`src/sv/fpe_pkg.sv`:
```
// Package for the frustum plane extractor.
// Holds widths, plane codes and the sequencer state type; no dependencies.
package fpe_pkg;
    localparam int VALUE_WIDTH = 32;
    localparam int FRAC_BITS   = 16;
    localparam int COMP_W      = VALUE_WIDTH + 1;
    localparam int SQ_W        = 2 * COMP_W;
    localparam int NUM_W       = COMP_W + FRAC_BITS;
    localparam int CNT_W       = $clog2(NUM_W + 1);

    localparam logic [2:0] PLANE_LEFT   = 3'd0;
    localparam logic [2:0] PLANE_RIGHT  = 3'd1;
    localparam logic [2:0] PLANE_TOP    = 3'd2;
    localparam logic [2:0] PLANE_BOTTOM = 3'd3;
    localparam logic [2:0] PLANE_NEAR   = 3'd4;
    localparam logic [2:0] PLANE_FAR    = 3'd5;

    typedef enum logic [5:0] {
        ST_IDLE = 6'b000001,
        ST_LOAD = 6'b000010,
        ST_SQ   = 6'b000100,
        ST_SQRT = 6'b001000,
        ST_DIV  = 6'b010000,
        ST_OUT  = 6'b100000
    } state_t;
endpackage

```
`src/sv/fpe_elem_if.sv`:
```
// Channel carrying one matrix element transaction.
// Depends on fpe_pkg for the value width.
interface fpe_elem_if;
    logic                               valid;
    logic                               ready;
    logic [3:0]                         element_index;
    logic signed [fpe_pkg::VALUE_WIDTH-1:0] element_value;
    logic                               load_last;
    modport source (output valid, element_index, element_value, load_last, input ready);
    modport sink   (input valid, element_index, element_value, load_last, output ready);
endinterface

```
`src/sv/fpe_plane_if.sv`:
```
// Channel carrying one normalised plane transaction.
// Depends on fpe_pkg for the value width.
interface fpe_plane_if;
    logic                               valid;
    logic                               ready;
    logic [2:0]                         plane_index;
    logic signed [fpe_pkg::VALUE_WIDTH-1:0] normal_x;
    logic signed [fpe_pkg::VALUE_WIDTH-1:0] normal_y;
    logic signed [fpe_pkg::VALUE_WIDTH-1:0] normal_z;
    logic signed [fpe_pkg::VALUE_WIDTH-1:0] plane_offset;
    logic                               degenerate;
    logic                               plane_last;
    modport source (output valid, plane_index, normal_x, normal_y, normal_z, plane_offset,
                    degenerate, plane_last, input ready);
    modport sink   (input valid, plane_index, normal_x, normal_y, normal_z, plane_offset,
                    degenerate, plane_last, output ready);
endinterface

```
`src/sv/frustum_plane_extract.sv`:
```
// Frustum plane extractor top level: matrix store, sequencer and shared bit-serial unit.
// Depends on fpe_pkg, fpe_elem_if and fpe_plane_if.
// Each element transaction is accepted while the block is idle. A transaction with load_last
// starts a run of six planes; each plane needs a load state, three 33-step shift-add
// squarings, a 33-step square root and, unless degenerate, four 49-step restoring divisions,
// all on one shared serial datapath, and then waits for its output handshake. The block
// takes no element during a run.
module frustum_plane_extract (
    input  logic        clk,
    input  logic        rst_n,
    fpe_elem_if.sink    elem,
    fpe_plane_if.source plane
);
    import fpe_pkg::*;

    state_t                  state_reg;
    logic [VALUE_WIDTH-1:0]  store_reg [16];
    logic [2:0]              plane_reg;
    logic [1:0]              k_reg;
    logic [CNT_W-1:0]        cnt_reg;
    logic [COMP_W-1:0]       mag_reg [4];
    logic [3:0]              neg_reg;
    logic [SQ_W-1:0]         acc_reg;
    logic [SQ_W-1:0]         mcand_reg;
    logic [COMP_W-1:0]       mplier_reg;
    logic [COMP_W+1:0]       srem_reg;
    logic [COMP_W-1:0]       root_reg;
    logic [NUM_W-1:0]        num_reg;
    logic [NUM_W-1:0]        quo_reg;
    logic [COMP_W:0]         drem_reg;
    logic [VALUE_WIDTH-1:0]  res_reg [4];
    logic                    degen_reg;

    logic signed [COMP_W-1:0] comp_next [4];
    logic [COMP_W+1:0]       sq_shift_next;
    logic [COMP_W+1:0]       trial_next;
    logic [COMP_W:0]         drem_shift_next;
    logic                    dgeq_next;
    logic [NUM_W-1:0]        quo_next;
    logic [VALUE_WIDTH-1:0]  sat_next;

    localparam logic [NUM_W-1:0] SAT_POS = NUM_W'((64'd1 << (VALUE_WIDTH - 1)) - 64'd1);

    assign elem.ready = (state_reg == ST_IDLE);

    always_comb
    begin
        for (int r = 0; r < 4; r++)
        begin
            logic signed [COMP_W-1:0] c3;
            logic signed [COMP_W-1:0] c0;
            logic signed [COMP_W-1:0] c1;
            logic signed [COMP_W-1:0] c2;
            c3 = COMP_W'($signed(store_reg[r*4+3]));
            c0 = COMP_W'($signed(store_reg[r*4+0]));
            c1 = COMP_W'($signed(store_reg[r*4+1]));
            c2 = COMP_W'($signed(store_reg[r*4+2]));
            case (plane_reg)
                PLANE_LEFT:   comp_next[r] = c3 + c0;
                PLANE_RIGHT:  comp_next[r] = c3 - c0;
                PLANE_TOP:    comp_next[r] = c3 - c1;
                PLANE_BOTTOM: comp_next[r] = c3 + c1;
                PLANE_NEAR:   comp_next[r] = c2;
                default:      comp_next[r] = c3 - c2;
            endcase
        end
    end

    assign sq_shift_next   = {srem_reg[COMP_W-1:0], acc_reg[SQ_W-1:SQ_W-2]};
    assign trial_next      = {root_reg, 2'b01};
    assign drem_shift_next = {drem_reg[COMP_W-1:0], num_reg[NUM_W-1]};
    assign dgeq_next       = drem_shift_next >= {1'b0, root_reg};
    assign quo_next        = {quo_reg[NUM_W-2:0], dgeq_next};

    always_comb
    begin
        if (!neg_reg[k_reg])
        begin
            if (quo_next > SAT_POS)
                sat_next = {1'b0, {(VALUE_WIDTH-1){1'b1}}};
            else
                sat_next = quo_next[VALUE_WIDTH-1:0];
        end
        else
        begin
            if (quo_next > SAT_POS + NUM_W'(1))
                sat_next = {1'b1, {(VALUE_WIDTH-1){1'b0}}};
            else
                sat_next = VALUE_WIDTH'(0) - quo_next[VALUE_WIDTH-1:0];
        end
    end

    always_ff @(posedge clk or negedge rst_n)
    begin
        if (!rst_n)
        begin
            state_reg <= ST_IDLE;
            plane_reg <= 3'd0;
            k_reg     <= 2'd0;
            cnt_reg   <= '0;
            for (int i = 0; i < 16; i++)
                store_reg[i] <= '0;
        end
        else
        begin
            case (state_reg)
                ST_IDLE:
                begin
                    if (elem.valid)
                    begin
                        store_reg[elem.element_index] <= elem.element_value;
                        if (elem.load_last)
                        begin
                            plane_reg <= PLANE_LEFT;
                            state_reg <= ST_LOAD;
                        end
                    end
                end
                ST_LOAD:
                begin
                    for (int r = 0; r < 4; r++)
                    begin
                        neg_reg[r] <= comp_next[r][COMP_W-1];
                        mag_reg[r] <= comp_next[r][COMP_W-1] ? COMP_W'(0) - comp_next[r]
                                                            : comp_next[r];
                    end
                    acc_reg    <= '0;
                    mcand_reg  <= SQ_W'(comp_next[0][COMP_W-1] ? COMP_W'(0) - comp_next[0]
                                                               : comp_next[0]);
                    mplier_reg <= comp_next[0][COMP_W-1] ? COMP_W'(0) - comp_next[0]
                                                        : comp_next[0];
                    k_reg      <= 2'd0;
                    cnt_reg    <= '0;
                    state_reg  <= ST_SQ;
                end
                ST_SQ:
                begin
                    if (mplier_reg[0])
                        acc_reg <= acc_reg + mcand_reg;
                    mcand_reg  <= {mcand_reg[SQ_W-2:0], 1'b0};
                    mplier_reg <= mplier_reg >> 1;
                    if (cnt_reg == CNT_W'(COMP_W - 1))
                    begin
                        cnt_reg <= '0;
                        if (k_reg == 2'd2)
                        begin
                            srem_reg  <= '0;
                            root_reg  <= '0;
                            state_reg <= ST_SQRT;
                        end
                        else
                        begin
                            k_reg      <= k_reg + 2'd1;
                            mcand_reg  <= SQ_W'(mag_reg[k_reg + 2'd1]);
                            mplier_reg <= mag_reg[k_reg + 2'd1];
                        end
                    end
                    else
                        cnt_reg <= cnt_reg + CNT_W'(1);
                end
                ST_SQRT:
                begin
                    acc_reg <= {acc_reg[SQ_W-3:0], 2'b00};
                    if (sq_shift_next >= trial_next)
                    begin
                        srem_reg <= sq_shift_next - trial_next;
                        root_reg <= {root_reg[COMP_W-2:0], 1'b1};
                    end
                    else
                    begin
                        srem_reg <= sq_shift_next;
                        root_reg <= {root_reg[COMP_W-2:0], 1'b0};
                    end
                    if (cnt_reg == CNT_W'(COMP_W - 1))
                    begin
                        cnt_reg <= '0;
                        state_reg <= ST_DIV;
                        k_reg     <= 2'd0;
                        num_reg   <= {mag_reg[0], {FRAC_BITS{1'b0}}};
                        drem_reg  <= '0;
                        quo_reg   <= '0;
                        degen_reg <= 1'b0;
                        if ((root_reg == '0) && !(sq_shift_next >= trial_next))
                        begin
                            degen_reg <= 1'b1;
                            for (int i = 0; i < 4; i++)
                                res_reg[i] <= '0;
                            state_reg <= ST_OUT;
                        end
                    end
                    else
                        cnt_reg <= cnt_reg + CNT_W'(1);
                end
                ST_DIV:
                begin
                    num_reg  <= {num_reg[NUM_W-2:0], 1'b0};
                    drem_reg <= dgeq_next ? drem_shift_next - {1'b0, root_reg}
                                          : drem_shift_next;
                    quo_reg  <= quo_next;
                    if (cnt_reg == CNT_W'(NUM_W - 1))
                    begin
                        cnt_reg        <= '0;
                        res_reg[k_reg] <= sat_next;
                        drem_reg       <= '0;
                        quo_reg        <= '0;
                        if (k_reg == 2'd3)
                            state_reg <= ST_OUT;
                        else
                        begin
                            k_reg   <= k_reg + 2'd1;
                            num_reg <= {mag_reg[k_reg + 2'd1], {FRAC_BITS{1'b0}}};
                        end
                    end
                    else
                        cnt_reg <= cnt_reg + CNT_W'(1);
                end
                ST_OUT:
                begin
                    if (plane.ready)
                    begin
                        if (plane_reg == PLANE_FAR)
                        begin
                            plane_reg <= PLANE_LEFT;
                            state_reg <= ST_IDLE;
                        end
                        else
                        begin
                            plane_reg <= plane_reg + 3'd1;
                            state_reg <= ST_LOAD;
                        end
                    end
                end
                default:
                    state_reg <= ST_IDLE;
            endcase
        end
    end

    assign plane.valid        = (state_reg == ST_OUT);
    assign plane.plane_index  = plane_reg;
    assign plane.normal_x     = res_reg[0];
    assign plane.normal_y     = res_reg[1];
    assign plane.normal_z     = res_reg[2];
    assign plane.plane_offset = res_reg[3];
    assign plane.degenerate   = degen_reg;
    assign plane.plane_last   = (plane_reg == PLANE_FAR);

    a_no_overlap: assert property (@(posedge clk) disable iff (!rst_n)
        !(elem.ready && plane.valid))
        else $error("Element accepted while a plane is pending.");
    a_plane_range: assert property (@(posedge clk) disable iff (!rst_n)
        plane.valid |-> (plane_reg <= PLANE_FAR))
        else $error("Plane index out of range.");
    a_degen_zero: assert property (@(posedge clk) disable iff (!rst_n)
        (plane.valid && plane.degenerate) |-> (plane.normal_x == '0 && plane.normal_y == '0
            && plane.normal_z == '0 && plane.plane_offset == '0))
        else $error("Degenerate plane carries non-zero components.");
    a_run_end: assert property (@(posedge clk) disable iff (!rst_n)
        (plane.valid && plane.ready && plane.plane_last) |=> (state_reg == ST_IDLE))
        else $error("Run did not end after the far plane.");
endmodule

```
`src/flat_wrapper.sv`:
```
// flat-port wrapper written by rule: the top's interface ports become plain ports
module frustum_plane_extract_flat import fpe_pkg::*;
  (clk, rst_n, elem_valid, elem_element_index, elem_element_value, elem_load_last, elem_ready, plane_valid, plane_plane_index, plane_normal_x, plane_normal_y, plane_normal_z, plane_plane_offset, plane_degenerate, plane_plane_last, plane_ready);
  fpe_elem_if elem_i ();
  fpe_plane_if plane_i ();
  input  logic clk;
  input  logic rst_n;
  input wire logic [$bits(elem_i.valid)-1:0] elem_valid;
  input wire logic [$bits(elem_i.element_index)-1:0] elem_element_index;
  input wire logic [$bits(elem_i.element_value)-1:0] elem_element_value;
  input wire logic [$bits(elem_i.load_last)-1:0] elem_load_last;
  output wire logic [$bits(elem_i.ready)-1:0] elem_ready;
  output wire logic [$bits(plane_i.valid)-1:0] plane_valid;
  output wire logic [$bits(plane_i.plane_index)-1:0] plane_plane_index;
  output wire logic [$bits(plane_i.normal_x)-1:0] plane_normal_x;
  output wire logic [$bits(plane_i.normal_y)-1:0] plane_normal_y;
  output wire logic [$bits(plane_i.normal_z)-1:0] plane_normal_z;
  output wire logic [$bits(plane_i.plane_offset)-1:0] plane_plane_offset;
  output wire logic [$bits(plane_i.degenerate)-1:0] plane_degenerate;
  output wire logic [$bits(plane_i.plane_last)-1:0] plane_plane_last;
  input wire logic [$bits(plane_i.ready)-1:0] plane_ready;
  assign elem_i.valid = elem_valid;
  assign elem_i.element_index = elem_element_index;
  assign elem_i.element_value = elem_element_value;
  assign elem_i.load_last = elem_load_last;
  assign elem_ready = elem_i.ready;
  assign plane_valid = plane_i.valid;
  assign plane_plane_index = plane_i.plane_index;
  assign plane_normal_x = plane_i.normal_x;
  assign plane_normal_y = plane_i.normal_y;
  assign plane_normal_z = plane_i.normal_z;
  assign plane_plane_offset = plane_i.plane_offset;
  assign plane_degenerate = plane_i.degenerate;
  assign plane_plane_last = plane_i.plane_last;
  assign plane_i.ready = plane_ready;
  frustum_plane_extract u_core (.clk(clk), .rst_n(rst_n), .elem(elem_i), .plane(plane_i));
endmodule
```
`config.mk`:
```
export PLATFORM = sky130hd
export DESIGN_NAME = frustum_plane_extract_flat
export DESIGN_NICKNAME = d
export VERILOG_FILES = /design/src/sv/fpe_pkg.sv /design/src/sv/fpe_elem_if.sv /design/src/sv/fpe_plane_if.sv /design/src/sv/frustum_plane_extract.sv /design/src/flat_wrapper.sv
export SDC_FILE = /design/constraint.sdc
export NUM_CORES = 2
export LEC_CHECK = 0
export ABC_CLOCK_PERIOD_IN_PS = 9700
export BUFFER_PORTS_ARGS = -buffer_cell sky130_fd_sc_hd__buf_2
export CAP_MARGIN = 30
export CORE_UTILIZATION = 32
export DETAILED_ROUTE_END_ITERATION = 8
export PLACE_DENSITY_LB_ADDON = 0.08
export REMOVE_ABC_BUFFERS = 1
export SYNTH_ARGS = -nofsm -noshare
export SYNTH_HDL_FRONTEND = slang
export SYNTH_SLANG_ARGS = --single-unit
```
`constraint.sdc`:
```
create_clock -name clk -period 9.7 [get_ports clk]
set_input_delay 2.425 -clock clk [delete_from_list [all_inputs] [get_ports clk]]
set_output_delay 2.425 -clock clk [all_outputs]
set_load 0.005 [all_outputs]
```
==> impl_metrics.ini <==
[outcome]
run_status = finished, final reports clean

[route]
totalWireLength_um = 258000
ant_nets = 0
viasPerCell = 5.55
route.vias.total = 59981
initialDrtViolationCount = 3987
dr.pass1.iters = 6
drc = 0
wire_per_inst_um = 23.9

[global_route]
grt_pass1_vias = 60520
grt_pass1_wl_um = 386000
track_usage = 0.218
grt-ovfl-total = 0
antenna_found_initial = 24
grt_max_degree = 135

[timing]
fin_worst_skew_ps = 29.5
max_slew_margin = 0.266
fmax_mhz = 123
slew_viol_final = 0
finalSetupViolCount = 0
period_needed_ps = 8150
tightest_slew_ps = 1090
rsz0062_at_grt = no
post-route-period-util = 0.840
timing.final.hold_violations = 0

[setup_path]
crit_path_frequent_cell = a21oi_1
crit_family = simple AND/OR/NAND/NOR gates
end_kind = flop
crit_type = reg -> reg
startpoint_type = flop
worst-path-buf-inv = 0
r2r-start = u_core.store_reg[448]$_DFFE_PN0P_
r2r_slack_ps = 1550
cp_slowest_cell = nor3_4
rr_worst_depth = 24
cp_slowest_stage_delay_ps = 800
cp_max_fo = 25
r2r_end = u_core.mcand_reg[27]$_DFFE_PP_
crit_required_ps = 10250
cp.arrival_ps = 8700
worstPathCellList = or4_1, nor2_1, nand2_1, nor3_1, or3b_2, or3_1, nor3_1, nor2_1, nor2_1, a21oi_1, a2111oi_0, a21oi_1, ha_1, a21oi_1, o21ai_0, a21oi_1, o21ai_0, nor3b_1, o2111ai_1, and4b_1, nor3_4, o41ai_1, xnor2_1, a21oi_1

[yosys]
yosysTopAreaCellShare = 0.249
synthDistinctLibCells = 100
async_flop_share = 0.464
avgSynthCellArea_sq_um = 9.66
synth_area_leader_cell = edfxtp_1
synth_edf_count = 610
ys_seq_area_frac = 0.429
synth_warnings = 0
syn_area_sq_mm = 0.0736
yosys-top-cells-area = edfxtp_1 25%, dfrtp_1 18%, mux2_2 7.6%, ha_1 4.8%, a21oi_1 4.2%
synthCells = 7622
synth_flop_cell = edfxtp_1
synth-seq-cells = 1139

[cts]
cts_setup_buffers = 0
htreeDepth = 4
clk_path_buf_depth = 3
postCtsHoldBufs = 0
clkTransAtPathRegs_ps = 60
cts_resized = 0
cts_sinks = 1139
cts_tree = built
cts_root_buf = clkbuf_16
cts-buffers-inserted = 147
insertion_delay_ps = 830

[hold_path]
hp-class = reg -> reg
whs_path_depth = 1
hold_end = u_core.cnt_reg[5]$_DFFE_PN0P_
worstHoldStart = u_core.cnt_reg[5]$_DFFE_PN0P_

[layout]
finalInstanceArea_sq_mm = 0.0830
final_nets = 7987
drive_gt1_frac = 0.153
area_growth_pct = 12.8
largest_reg_flops = 512
finalNonFillerCells = 10798

[pwr]
total_power_uw = 25500
powerDensity_mw_per_mm2 = 307
leakage_uw = 0.0340
irDropWorstVdd_mv = 0.134

[floorplanning]
core_area_sq_mm = 0.228
die-area_sq_mm = 0.232
num_io_pins = 176
std_cell_rows = 175
dieWidth_um = 482
die_h_um = 482
start_util = 0.323

[flow_run]
max_cap_viol_count = 0

[placed_design]
dp_hpwl_um = 186000
gp_congestion = 0.890
placedCellCount = 10513
io_buffers = 175
placed_area_sq_mm = 0.0780
per-layer routing:
metal,track usage,vias to the layer above,part of all wire
met1,0.277,29731,0.44
li1,-,28268,-
met3,0.0253,474,0.041
met2,0.379,1500,0.49
met4,0.0819,8,0.036
met5,0,-,0.00019
power by group:
| group | internal (uW) | total, uW | switching, uW |
|---|---|---|---|
| clock | 3240 | 5620 | 2380 |
| combinational | 4810 | 11700 | 6880 |
| sequential | 6840 | 8190 | 1350 |
Yosys cell counts (42+ instances only):
master,n
and3_1,132
o21a_1,48
a21oi_1,619
a211oi_1,59
ha_1,285
dfrtp_1,528
buf_1,43
nand2_1,719
inv_1,200
mux2_2,498
and2_1,60
o21ai_0,502
nor2b_1,45
nor4_1,77
nand3_1,121
mux2i_1,94
a31oi_1,73
o31ai_1,61
nand4_1,51
a221oi_1,42
clkbuf_1,352
xnor2_1,258
or4_1,43
xor2_1,257
nand2b_1,56
nor2_1,677
or3_1,98
a21o_1,159
nor3_1,224
edfxtp_1,610
logic make-up (layout without fill, tap and decap cells):
kind of cell,after synthesis,in the layout,synth area share
simple gates,2470,2470,0.162
mux,625,625,0.0990
fa+ha+maj,291,291,0.0501
buf+inv,613,772,0.0317
compound gates,1969,1969,0.167
other cells,0,8,0
flops,1139,1139,0.429
xor+xnor,515,515,0.0613
metrics by stage:
step	util	hold WS (ps)	TNS, ps	worst slack [ps]
floorplan	-	454	-666900	-4350
global placement	0.341	474	0	1620
detailed placement	0.342	486	0	1550
CTS	0.364	493	0	1540
global route	0.364	517	0	894
finish	0.364	490	0	1550
final cells by class:
| cell class | count | area (sq um) |
|---|---|---|
| fill | 22981 | 145000 |
| multi-input combinational | 5870 | 40000 |
| sequential | 1139 | 31600 |
| clock buffer | 197 | 4040 |
| tap | 3009 | 3760 |
| timing repair buffer | 294 | 1970 |
| clock inverter | 78 | 912 |
| inverter | 203 | 762 |
| antenna | 8 | 20.0 |
worst max path at each step:
stage                     slack (ps)  depth (start not counted)                               to                               startpoint
final                           1550                         24   u_core.mcand_reg[27]$_DFFE_PP_        u_core.store_reg[448]$_DFFE_PN0P_
after global routing             890                         25   u_core.mcand_reg[11]$_DFFE_PP_        u_core.store_reg[451]$_DFFE_PN0P_
after CTS                       1540                         23    u_core.mcand_reg[3]$_DFFE_PP_        u_core.store_reg[480]$_DFFE_PN0P_
after detailed placement        1550                         23    u_core.mcand_reg[3]$_DFFE_PP_        u_core.store_reg[480]$_DFFE_PN0P_
after global placement          1620                         21   u_core.mcand_reg[27]$_DFFE_PP_        u_core.store_reg[480]$_DFFE_PN0P_
after floorplan                -4350                          5  u_core.mag_reg[2][18]$_DFFE_PP_  u_core.plane.plane_index[2]$_DFFE_PN0P_
worst register-to-register path: stages, from the launching register on:
cell       delay [ps]
dfrtp_1           430
or4_1             580
nor2_1            260
nand2_1           160
nor3_1            420
or3b_2            560
or3_1             520
nor3_1            230
nor2_1             60
nor2_1            100
a21oi_1            50
a2111oi_0         500
a21oi_1           120
ha_1              460
a21oi_1           180
o21ai_0           150
a21oi_1           180
o21ai_0           140
nor3b_1           420
o2111ai_1         360
and4b_1           340
nor3_4            800
o41ai_1           290
xnor2_1           470
a21oi_1           120
placed cells by master, fill, tap and decap left out, types with 58 or more instances in the layout:
master | netlist | final
o21ai_0 | 502 | 502
a21o_1 | 159 | 158
buf_2 | 12 | 178
dfrtp_1 | 528 | 524
a31oi_1 | 73 | 72
nand3_1 | 121 | 119
xnor2_1 | 258 | 258
a211oi_1 | 59 | 59
clkbuf_16 | 0 | 147
mux2i_1 | 94 | 93
nor3_1 | 224 | 222
or3_1 | 98 | 98
inv_1 | 200 | 199
nor4_1 | 77 | 75
edfxtp_1 | 610 | 610
and3_1 | 132 | 132
buf_4 | 2 | 99
ha_1 | 285 | 284
nand2_1 | 719 | 717
mux2_2 | 498 | 498
a21oi_1 | 619 | 619
o31ai_1 | 61 | 61
xor2_1 | 257 | 257
and2_1 | 60 | 58
nor2_1 | 677 | 666
(Power assumes the default switching activity.)
